$ cat src/rtl/core/mbrw_pkg.sv
package mbrw_pkg;

    localparam int SAMPLE_W = 16;
    localparam int MB_W     = 6;
    localparam int IDX_W    = 9;
    localparam int COORD_W  = 10;
    localparam int ADDR_W   = 19;
    localparam int PIXEL_W  = 8;
    localparam int REG_IDX_W = 2;

    localparam logic [IDX_W-1:0]     LAST_IDX        = 9'd383;
    localparam logic [PIXEL_W-1:0]   PIXEL_MAX       = 8'd255;
    localparam logic [MB_W-1:0]      WIDTH_RESET     = 6'd44;
    localparam logic [MB_W-1:0]      HEIGHT_RESET    = 6'd36;
    localparam logic [REG_IDX_W-1:0] REG_FRAME_WIDTH  = 2'd0;
    localparam logic [REG_IDX_W-1:0] REG_FRAME_HEIGHT = 2'd1;

    typedef enum logic [1:0] {
        PLANE_LUMA = 2'd0,
        PLANE_CB   = 2'd1,
        PLANE_CR   = 2'd2
    } plane_t;

    typedef struct packed {
        plane_t               plane;
        logic [COORD_W-1:0]   row;
        logic [COORD_W-1:0]   col;
        logic [COORD_W-1:0]   pitch;
        logic                 frame_last;
    } pos_t;

endpackage

$ cat src/rtl/core/mbrw_position.sv
module mbrw_position #(
    parameter int MAX_WIDTH_MBS  = 44,
    parameter int MAX_HEIGHT_MBS = 36
) (
    input  logic                          clk,
    input  logic                          rst_n,
    input  logic                          take,
    input  logic                          cfg_write,
    input  logic [mbrw_pkg::REG_IDX_W-1:0] cfg_index,
    input  logic [mbrw_pkg::MB_W-1:0]     cfg_data,
    output mbrw_pkg::pos_t                pos
);
    import mbrw_pkg::*;

    logic [MB_W-1:0]  width_reg;
    logic [MB_W-1:0]  height_reg;
    logic [IDX_W-1:0] idx_reg;
    logic [IDX_W-1:0] idx_next;
    logic [MB_W-1:0]  mb_col_reg;
    logic [MB_W-1:0]  mb_col_next;
    logic [MB_W-1:0]  mb_row_reg;
    logic [MB_W-1:0]  mb_row_next;
    logic [MB_W-1:0]  w_eff;
    logic [MB_W-1:0]  h_eff;
    logic             last_sample;
    logic             col_wrap;
    logic             row_wrap;

    always_comb
    begin
        if (width_reg == '0)
            w_eff = MB_W'(1);
        else if (32'(width_reg) > MAX_WIDTH_MBS)
            w_eff = MB_W'(MAX_WIDTH_MBS);
        else
            w_eff = width_reg;

        if (height_reg == '0)
            h_eff = MB_W'(1);
        else if (32'(height_reg) > MAX_HEIGHT_MBS)
            h_eff = MB_W'(MAX_HEIGHT_MBS);
        else
            h_eff = height_reg;
    end

    assign last_sample = (idx_reg == LAST_IDX);
    assign col_wrap    = ({1'b0, mb_col_reg} + 7'd1) >= {1'b0, w_eff};
    assign row_wrap    = ({1'b0, mb_row_reg} + 7'd1) >= {1'b0, h_eff};

    always_comb
    begin
        idx_next    = idx_reg;
        mb_col_next = mb_col_reg;
        mb_row_next = mb_row_reg;
        if (take)
        begin
            if (last_sample)
            begin
                idx_next = '0;
                if (col_wrap)
                begin
                    mb_col_next = '0;
                    mb_row_next = row_wrap ? '0 : mb_row_reg + MB_W'(1);
                end
                else
                begin
                    mb_col_next = mb_col_reg + MB_W'(1);
                end
            end
            else
            begin
                idx_next = idx_reg + IDX_W'(1);
            end
        end
    end

    always_comb
    begin
        pos.frame_last = last_sample && col_wrap && row_wrap;
        if (!idx_reg[8])
        begin
            pos.plane = PLANE_LUMA;
            pos.row   = {mb_row_reg, idx_reg[7], idx_reg[5:3]};
            pos.col   = {mb_col_reg, idx_reg[6], idx_reg[2:0]};
            pos.pitch = {w_eff, 4'b0000};
        end
        else
        begin
            pos.plane = idx_reg[6] ? PLANE_CR : PLANE_CB;
            pos.row   = {1'b0, mb_row_reg, idx_reg[5:3]};
            pos.col   = {1'b0, mb_col_reg, idx_reg[2:0]};
            pos.pitch = {1'b0, w_eff, 3'b000};
        end
    end

    always_ff @(posedge clk or negedge rst_n)
    begin
        if (!rst_n)
        begin
            width_reg  <= WIDTH_RESET;
            height_reg <= HEIGHT_RESET;
            idx_reg    <= '0;
            mb_col_reg <= '0;
            mb_row_reg <= '0;
        end
        else
        begin
            if (cfg_write && cfg_index == REG_FRAME_WIDTH)
                width_reg <= cfg_data;
            if (cfg_write && cfg_index == REG_FRAME_HEIGHT)
                height_reg <= cfg_data;
            idx_reg    <= idx_next;
            mb_col_reg <= mb_col_next;
            mb_row_reg <= mb_row_next;
        end
    end

    a_idx_range: assert property (@(posedge clk) disable iff (!rst_n)
        idx_reg <= LAST_IDX)
        else $error("sample index beyond macroblock");

    a_idx_wrap: assert property (@(posedge clk) disable iff (!rst_n)
        take && last_sample |=> idx_reg == '0)
        else $error("sample index failed to wrap");

    a_frame_wrap: assert property (@(posedge clk) disable iff (!rst_n)
        take && pos.frame_last |=> mb_col_reg == '0 && mb_row_reg == '0)
        else $error("macroblock position failed to wrap at frame end");

endmodule

$ cat src/rtl/core/mbrw_output.sv
module mbrw_output (
    input  logic                           clk,
    input  logic                           rst_n,
    input  logic                           sample_valid,
    input  logic signed [mbrw_pkg::SAMPLE_W-1:0] sample,
    input  mbrw_pkg::pos_t                 pos,
    input  logic                           write_stall,
    output logic                           sample_stall,
    output logic                           take,
    output logic                           write_valid,
    output logic [1:0]                     plane,
    output logic [mbrw_pkg::ADDR_W-1:0]    address,
    output logic [mbrw_pkg::PIXEL_W-1:0]   pixel,
    output logic                           frame_end
);
    import mbrw_pkg::*;

    logic                 valid_reg;
    logic                 valid_next;
    plane_t               plane_reg;
    logic [ADDR_W-1:0]    addr_reg;
    logic [ADDR_W-1:0]    addr_next;
    logic [PIXEL_W-1:0]   pixel_reg;
    logic [PIXEL_W-1:0]   pixel_next;
    logic                 end_reg;
    logic [2*COORD_W:0]   addr_full;

    assign sample_stall = valid_reg && write_stall;
    assign take         = sample_valid && !sample_stall;

    assign addr_full = (2*COORD_W+1)'(pos.row) * (2*COORD_W+1)'(pos.pitch)
                     + (2*COORD_W+1)'(pos.col);
    assign addr_next = addr_full[ADDR_W-1:0];

    always_comb
    begin
        if (sample[SAMPLE_W-1])
            pixel_next = '0;
        else if (|sample[SAMPLE_W-2:PIXEL_W])
            pixel_next = PIXEL_MAX;
        else
            pixel_next = sample[PIXEL_W-1:0];
    end

    always_comb
    begin
        if (take)
            valid_next = 1'b1;
        else
            valid_next = valid_reg && write_stall;
    end

    always_ff @(posedge clk or negedge rst_n)
    begin
        if (!rst_n)
            valid_reg <= 1'b0;
        else
            valid_reg <= valid_next;
    end

    // hold the word while stalled
    always_ff @(posedge clk)
    begin
        if (take)
        begin
            plane_reg <= pos.plane;
            addr_reg  <= addr_next;
            pixel_reg <= pixel_next;
            end_reg   <= pos.frame_last;
        end
    end

    assign write_valid = valid_reg;
    assign plane       = plane_reg;
    assign address     = addr_reg;
    assign pixel       = pixel_reg;
    assign frame_end   = end_reg;

    a_plane_code: assert property (@(posedge clk) disable iff (!rst_n)
        valid_reg |-> plane_reg != 2'd3)
        else $error("invalid plane code on output");

    a_no_overwrite: assert property (@(posedge clk) disable iff (!rst_n)
        valid_reg && write_stall |-> !take)
        else $error("word taken while output stalled");

    a_refill: assert property (@(posedge clk) disable iff (!rst_n)
        take |=> valid_reg)
        else $error("accepted word not presented");

endmodule

$ cat src/rtl/core/macroblock_to_raster_writer.sv
// Channel   Direction  Handshake                    Word
// sample    in         sample_valid / sample_stall  sample
// write     out        write_valid / write_stall    plane, address, pixel, frame_end
// config    in         cfg_write                    cfg_index, cfg_data
//
// One sample per cycle unless stalled; each write appears in the cycle after its
// sample is taken, from the single result register behind the multiply-add.
// Reset: position returns to sample 0 of macroblock (0,0); size registers to 44 x 36.
// sample_stall follows write_stall while a write waits, so the input advances
// whenever the result register is empty or being drained.
module macroblock_to_raster_writer #(
    parameter int MAX_WIDTH_MBS  = 44,
    parameter int MAX_HEIGHT_MBS = 36
) (
    input  logic                                 clk,
    input  logic                                 rst_n,
    input  logic                                 cfg_write,
    input  logic [mbrw_pkg::REG_IDX_W-1:0]       cfg_index,
    input  logic [mbrw_pkg::MB_W-1:0]            cfg_data,
    input  logic                                 sample_valid,
    output logic                                 sample_stall,
    input  logic signed [mbrw_pkg::SAMPLE_W-1:0] sample,
    output logic                                 write_valid,
    input  logic                                 write_stall,
    output logic [1:0]                           plane,
    output logic [mbrw_pkg::ADDR_W-1:0]          address,
    output logic [mbrw_pkg::PIXEL_W-1:0]         pixel,
    output logic                                 frame_end
);
    import mbrw_pkg::*;

    logic take;
    pos_t pos;

    mbrw_position #(
        .MAX_WIDTH_MBS  (MAX_WIDTH_MBS),
        .MAX_HEIGHT_MBS (MAX_HEIGHT_MBS)
    ) u_position (
        .clk       (clk),
        .rst_n     (rst_n),
        .take      (take),
        .cfg_write (cfg_write),
        .cfg_index (cfg_index),
        .cfg_data  (cfg_data),
        .pos       (pos)
    );

    mbrw_output u_output (
        .clk          (clk),
        .rst_n        (rst_n),
        .sample_valid (sample_valid),
        .sample       (sample),
        .pos          (pos),
        .write_stall  (write_stall),
        .sample_stall (sample_stall),
        .take         (take),
        .write_valid  (write_valid),
        .plane        (plane),
        .address      (address),
        .pixel        (pixel),
        .frame_end    (frame_end)
    );

endmodule

$ cat config.mk
export PLATFORM = sky130hd
export DESIGN_NAME = macroblock_to_raster_writer
export DESIGN_NICKNAME = d
export VERILOG_FILES = /design/src/rtl/core/mbrw_pkg.sv /design/src/rtl/core/mbrw_position.sv /design/src/rtl/core/mbrw_output.sv /design/src/rtl/core/macroblock_to_raster_writer.sv
export SDC_FILE = /design/constraint.sdc
export NUM_CORES = 1
export LEC_CHECK = 0
export BUFFER_PORTS_ARGS = -buffer_cell sky130_fd_sc_hd__buf_4
export CAP_MARGIN = 5
export CORE_ASPECT_RATIO = 1.5
export CORE_MARGIN = 5
export CORE_UTILIZATION = 60
export CTS_CLUSTER_DIAMETER = 80
export DETAILED_ROUTE_END_ITERATION = 7
export PLACE_DENSITY_LB_ADDON = 0.2
export SYNTH_ARGS = -nofsm -noshare
export SYNTH_HDL_FRONTEND = slang
export SYNTH_SLANG_ARGS = --single-unit
$ cat constraint.sdc
create_clock -name clk -period 6.78 [get_ports clk]
set_input_delay 1.356 -clock clk [delete_from_list [all_inputs] [get_ports clk]]
set_output_delay 1.356 -clock clk [all_outputs]
set_load 0.03 [all_outputs]
[Word level (Yosys, flattened, before mapping)]
Cells that the tools add are included.
Operators by class
  add/sub/neg operators: 6
  multiply operators: 1
  equal/unequal tests: 2
  reductions and logical operators: 13
  $lt $le $gt $ge: 4
  mux-type cells: 11
Operator list (count)
  2-to-1 mux 6 bit: 6
  2-to-1 mux 30 bit: 1
  adder 19 x 10 -> 19 bit: 1
  multiplier 10 x 10 -> 19 bit: 1
  adder 6 x 1 -> 7 bit, second input constant: 2
  >= comparator 7 x 6 -> 1 bit: 2
  adder 6 x 1 -> 6 bit, second input constant: 2
  > comparator 6 bit, second input constant: 2
  zero test 6 bit: 2
  adder 9 x 1 -> 9 bit, second input constant: 1
  == test 9 bit, second input constant: 1
  2-to-1 mux 9 bit: 1
  2-to-1 mux 8 bit: 1
  OR reduction 7 bit: 1
  logical AND 1 bit: 6
  AND reduction 3 bit: 1
  == test 2 x 1 -> 1 bit, second input constant: 1
  zero test 2 bit: 1
  2-to-1 mux 2 bit: 1
  AND reduction 2 bit: 1
  zero test 1 bit: 1
  2-to-1 mux 1 bit: 1
Storage, ports and cells
  logic and storage cells: 47
  output and inout port bits: 32
  input bits: 29
  register bits after elaboration: 64

[Longest topological paths before layout]
  depth in word-level cells: 6
  mapped depth: 20
  gate-level depth less buffers: 20

[Hierarchy]
Synthesis repeated with hierarchy kept, for this count alone.
Second synthesis, totals
  cells, all modules: 722
  area, all modules: 7031.7 sq um
Modules (own cells, without submodules)
  mbrw_output: cells an instance 494, area an instance 4780.8 sq um, seq. area each 925.9 sq um, instances 1
  mbrw_position: cells an instance 228, area an instance 2250.9 sq um, seq. area each 832.0 sq um, instances 1

[Worst setup path before layout]
No wires, ideal clock.
  kind: register to register
  start: reg u_position.width_reg[5]
  end: reg u_output.addr_reg[17] (netlist: u_output.address[17]), data pin
  stages on the path, launching flop included: 19
  arrival time: 5.440 ns
  required time: 6.520 ns
  slack: 1.080 ns
  buffers on the path: 0
  library setup time: 0.260 ns
  clock period less this slack: 5.700 ns
  cell sequence: dfstp_2 > inv_1 > o21ai_0 > nor2_1 > a21oi_2 > nor2_1 > fa_1 > inv_1 > fa_1 > fa_1 > fa_1 > inv_1 > fa_1 > ha_1 > a21o_1 > a31o_1 > or4_4 > a221oi_2 > xnor2_1
Between the ends
  longest elaborated chain between the ends: 6
  elaborated cells on any way between the ends: 7
  classes of those cells: 1 x add/sub; 1 x mul; 1 x order compare; 3 x mux; 1 x reduce/logical
RTL lines
  start: declaration: line mbrw_position.sv:15  | logic [MB_W-1:0] width_reg;
  start signal: assignment: line mbrw_position.sv:109  | width_reg <= cfg_data;
  > comparator 6 bit: line mbrw_position.sv:33  | else if (32'(width_reg) > MAX_WIDTH_MBS)
  2-to-1 mux 6 bit: line mbrw_position.sv:33
  2-to-1 mux 6 bit *: line mbrw_position.sv:31  | if (width_reg == '0)
  2-to-1 mux 30 bit *: line mbrw_position.sv:80  | if (!idx_reg[8])
  multiplier 10 x 10 -> 19 bit *: line mbrw_output.sv:31  | assign addr_full = (2*COORD_W+1)'(pos.row) * (2*COORD_W+1)'(pos.pitch)
  adder 19 x 10 -> 19 bit *: line mbrw_output.sv:32  | + (2*COORD_W+1)'(pos.col);
  named net u_output.addr_full[17]: line mbrw_output.sv:26  | logic [2*COORD_W:0] addr_full;
  end signal: assignment: line mbrw_output.sv:67  | addr_reg <= addr_next;
  end: declaration: line mbrw_output.sv:21  | logic [ADDR_W-1:0] addr_reg;
The timed path passes the listed nets; every way through them passes the cells marked *.
A chain may end at the register's enable or synchronous reset.

[Final worst setup path]
Same ends and word-level chain as after synthesis.

==> summary.md <==
| Metric | Value |
|---|---|
| Synth Cell Area | `5700 sq um` |
| All-Layer GR Usage | `22.4%` |
| CP max stage cell | `dfstp_2` |
| Register area share after synthesis | `30.9%` |
| DIE WIDTH | `89.6 um` |
| Crit path cell chain | `inv_1 > o21ai_0 > nor2_1 > a21oi_2 > nor2_1 > fa_1 > inv_1 > fa_1 > fa_1 > fa_1 > inv_1 > fa_1 > ha_1 > a21o_1 > a31o_1 > or4_4 > a221oi_2 > xnor2_1` |
| Worst-path maximum fanout | `9` |
| Post-synth EDFFs | `30` |
| PwrDens | `233 nW/um^2` |
| Met2 GRT Util | `40.6%` |
| Drt total wl | `12000 um` |
| Final hold vios | `0` |
| CP arrival | `6300 ps` |
| FF-to-FF Start | `u_position.width_reg[5]` |
| Max-slew violations | `0` |
| CTS resizes | `0` |
| Leakage power | `3.33 nW` |
| DRC | `0` |
| Number of synthesis warnings | `0` |
| Hold Startpoint | `u_position.idx_reg[1]` |
| Gr busiest metal | `met2` |
| Post-synth top cells | `69 x ha_1, 61 x inv_1, 55 x nor2_1` |
| Setup Buffers After CTS | `0` |
| Cells after Synth | `549` |
| Number of port buffers | `60` |
| Root Driver | `clkbuf_16` |
| Clock transition at path regs | `60 ps` |
| Layout Nets | `755` |
| Chip height | `129 um` |
| Worst Setup SP | `u_position.width_reg[5]` |
| Worst Path Buf+Inv | `3` |
| Crit start category | `register` |
| Area grow syn2layout | `14.9%` |
| Row cnt | `43` |
| Max reg flops | `19` |
| Clock Tree Buf Depth | `2` |
| Post-DP HPWL | `9650 um` |
| Utilization after layout | `70.7%` |
| Post-CTS Hold Fix Bufs | `0` |
| Final Critical Period | `6220 ps` |
| Skew-Pair Late Insertion Delay | `340 ps` |
| Final hold slack | `508 ps` |
| Yosys top cell area share | `15.8%` |
| Rel. slew slack | `34.0%` |
| Vias | `4109` |
| First-pass GRT wire length | `20100 um` |
| Met1 Usage GRT | `25.9%` |
| CTS tree | `built` |
| DR iter-0 viols | `174` |
| Setup TNS | `0 ps` |
| Critical Path Sink Type | `register` |
| Max Clock Skew | `9.88 ps` |
| Initial Util | `61.6%` |
| Routed WL per cell | `16.4 um` |
| Placed Instance Area | `6260 sq um` |
| FFs w/ async S/R, synth | `53.1%` |
| Worst slew pin tran | `990 ps` |
| Antenna viol nets, final | `0` |
| RD Place Congestion | `0.914` |
| Dominant cell by count in the synthesized netlist | `ha_1` |
| Worst min path class | `register to register` |
| Avg Vias per Cell | `5.63` |
| Main flop type after synthesis | `edfxtp_1` |
| FMAX | `161 MHz` |
| Syn_nets | `691` |
| Post-Syn Area per Cell | `10.4 sq um` |
| IO Count | `61` |
| Final setup viols | `0` |
| Crit Path Class | `register to register` |
| CP peak stage delay | `580 ps` |
| Vias in the first global route | `4385` |
| #FFs+latches synth | `64` |
| Die footprint | `11600 sq um` |
| TritonCTS buffer count | `9` |
| Largest net degree at the start of global routing | `35` |
| Layout cells sized above 1 | `19.9%` |
| Status | `complete, no violations` |
| Final Cell Area | `6550 sq um` |
| Final worst-path cycle share | `91.8%` |
| Yosys cell types | `58` |
| CP top delay family | `adder cells` |
| Top cells by area, synth | `edfxtp_1 16%, fa_1 15%, ha_1 15%, dfrtp_1 13%, inv_1 4.0%` |
| Post-synth top area cell | `edfxtp_1` |
| H-tree depth | `3` |
| CP most frequent cell | `fa_1` |
| Crit path required time | `6860 ps` |
| Pre-antenna DRT Iters | `4` |
| Total gr overflow | `0` |
| Inserted Diodes | `0` |
| Initial antenna violation count | `0` |
| Met3 usage | `2.99%` |
| Max-cap violations | `0` |
| Core area | `9250 sq um` |
| RSZ-0062 raised after global routing | `false` |
| Clk sinks | `64` |
| Worst supply voltage drop on vdd | `178 uV` |
## cell families (layout without fill, tap and decap cells)
family	count (synthesis)	after routing	share of synthesized area, %
AO/OA/AOI/OAI	67	67	7.86
other	1	1	0.0658
XOR/XNOR	31	31	4.77
AND/OR/NAND/NOR	177	177	16.1
multiplexers	25	25	4.74
buffers and inverters	71	140	4.98
flip-flops	64	64	30.9
adder cells (fa/ha/maj)	113	113	30.6
## layout make-up
cell class	count	area (sq um)
timing repair buffer	63	473
tap	112	140
sequential	64	1760
clock buffer	10	250
inverter	61	229
fill	715	2710
multi-input combinational	414	3660
clock inverter	6	40.0
## metal layers
| metal | routed length, um | share of wire, % |
|---|---|---|
| met4 | 238 | 2.0 |
| met1 | 4770 | 40 |
| met5 | 0 | 0 |
| met2 | 6570 | 55 |
| met3 | 413 | 3.4 |
## worst reg2reg max path, cell delays in order (launching register included)
cell,delay (ps)
dfstp_2,580
inv_1,140
o21ai_0,410
nor2_1,100
a21oi_2,390
nor2_1,120
fa_1,520
inv_1,50
fa_1,470
fa_1,530
fa_1,540
inv_1,50
fa_1,480
ha_1,380
a21o_1,180
a31o_1,200
or4_4,450
a221oi_2,280
xnor2_1,100
## through the flow
stage,std cells,worst slack [ps],total power [mW]
floorplan,549,1080,0.918
global placement,714,777,1.05
detailed placement,714,589,1.08
CTS,730,581,1.54
global route,730,155,1.62
finish,730,558,1.52
## where the power goes
group / leakage [nW] / internal [mW] / switching (mW)
sequential: 0.723 / 0.481 / 0.0460
combinational: 2.47 / 0.219 / 0.329
clock: 0.146 / 0.270 / 0.179
total: 3.33 / 0.969 / 0.554
## placed cells by master, fill, tap and decap left out, drive strengths merged, types with 15 or more instances in the layout
| cell | count |
|---|---|
| mux2 | 16 |
| edfxtp | 30 |
| xnor2 | 23 |
| dfrtp | 29 |
| buf | 63 |
| a21oi | 25 |
| and3 | 15 |
| nor2 | 56 |
| inv | 63 |
| fa | 44 |
| nand2 | 41 |
| ha | 69 |
| o21ai | 16 |
## final timing paths
kind	cells past startpoint	slack (ps)	end
min reg2reg	0	510	u_output.address[1]
min in group asynchronous	1	960	u_position.idx_reg[1]
max reg2reg	18	560	u_output.address[17]
max	18	560	u_output.address[17]
min	0	510	u_output.address[1]
max in group asynchronous	1	5460	u_position.width_reg[5]
(Power assumes the default switching activity.)
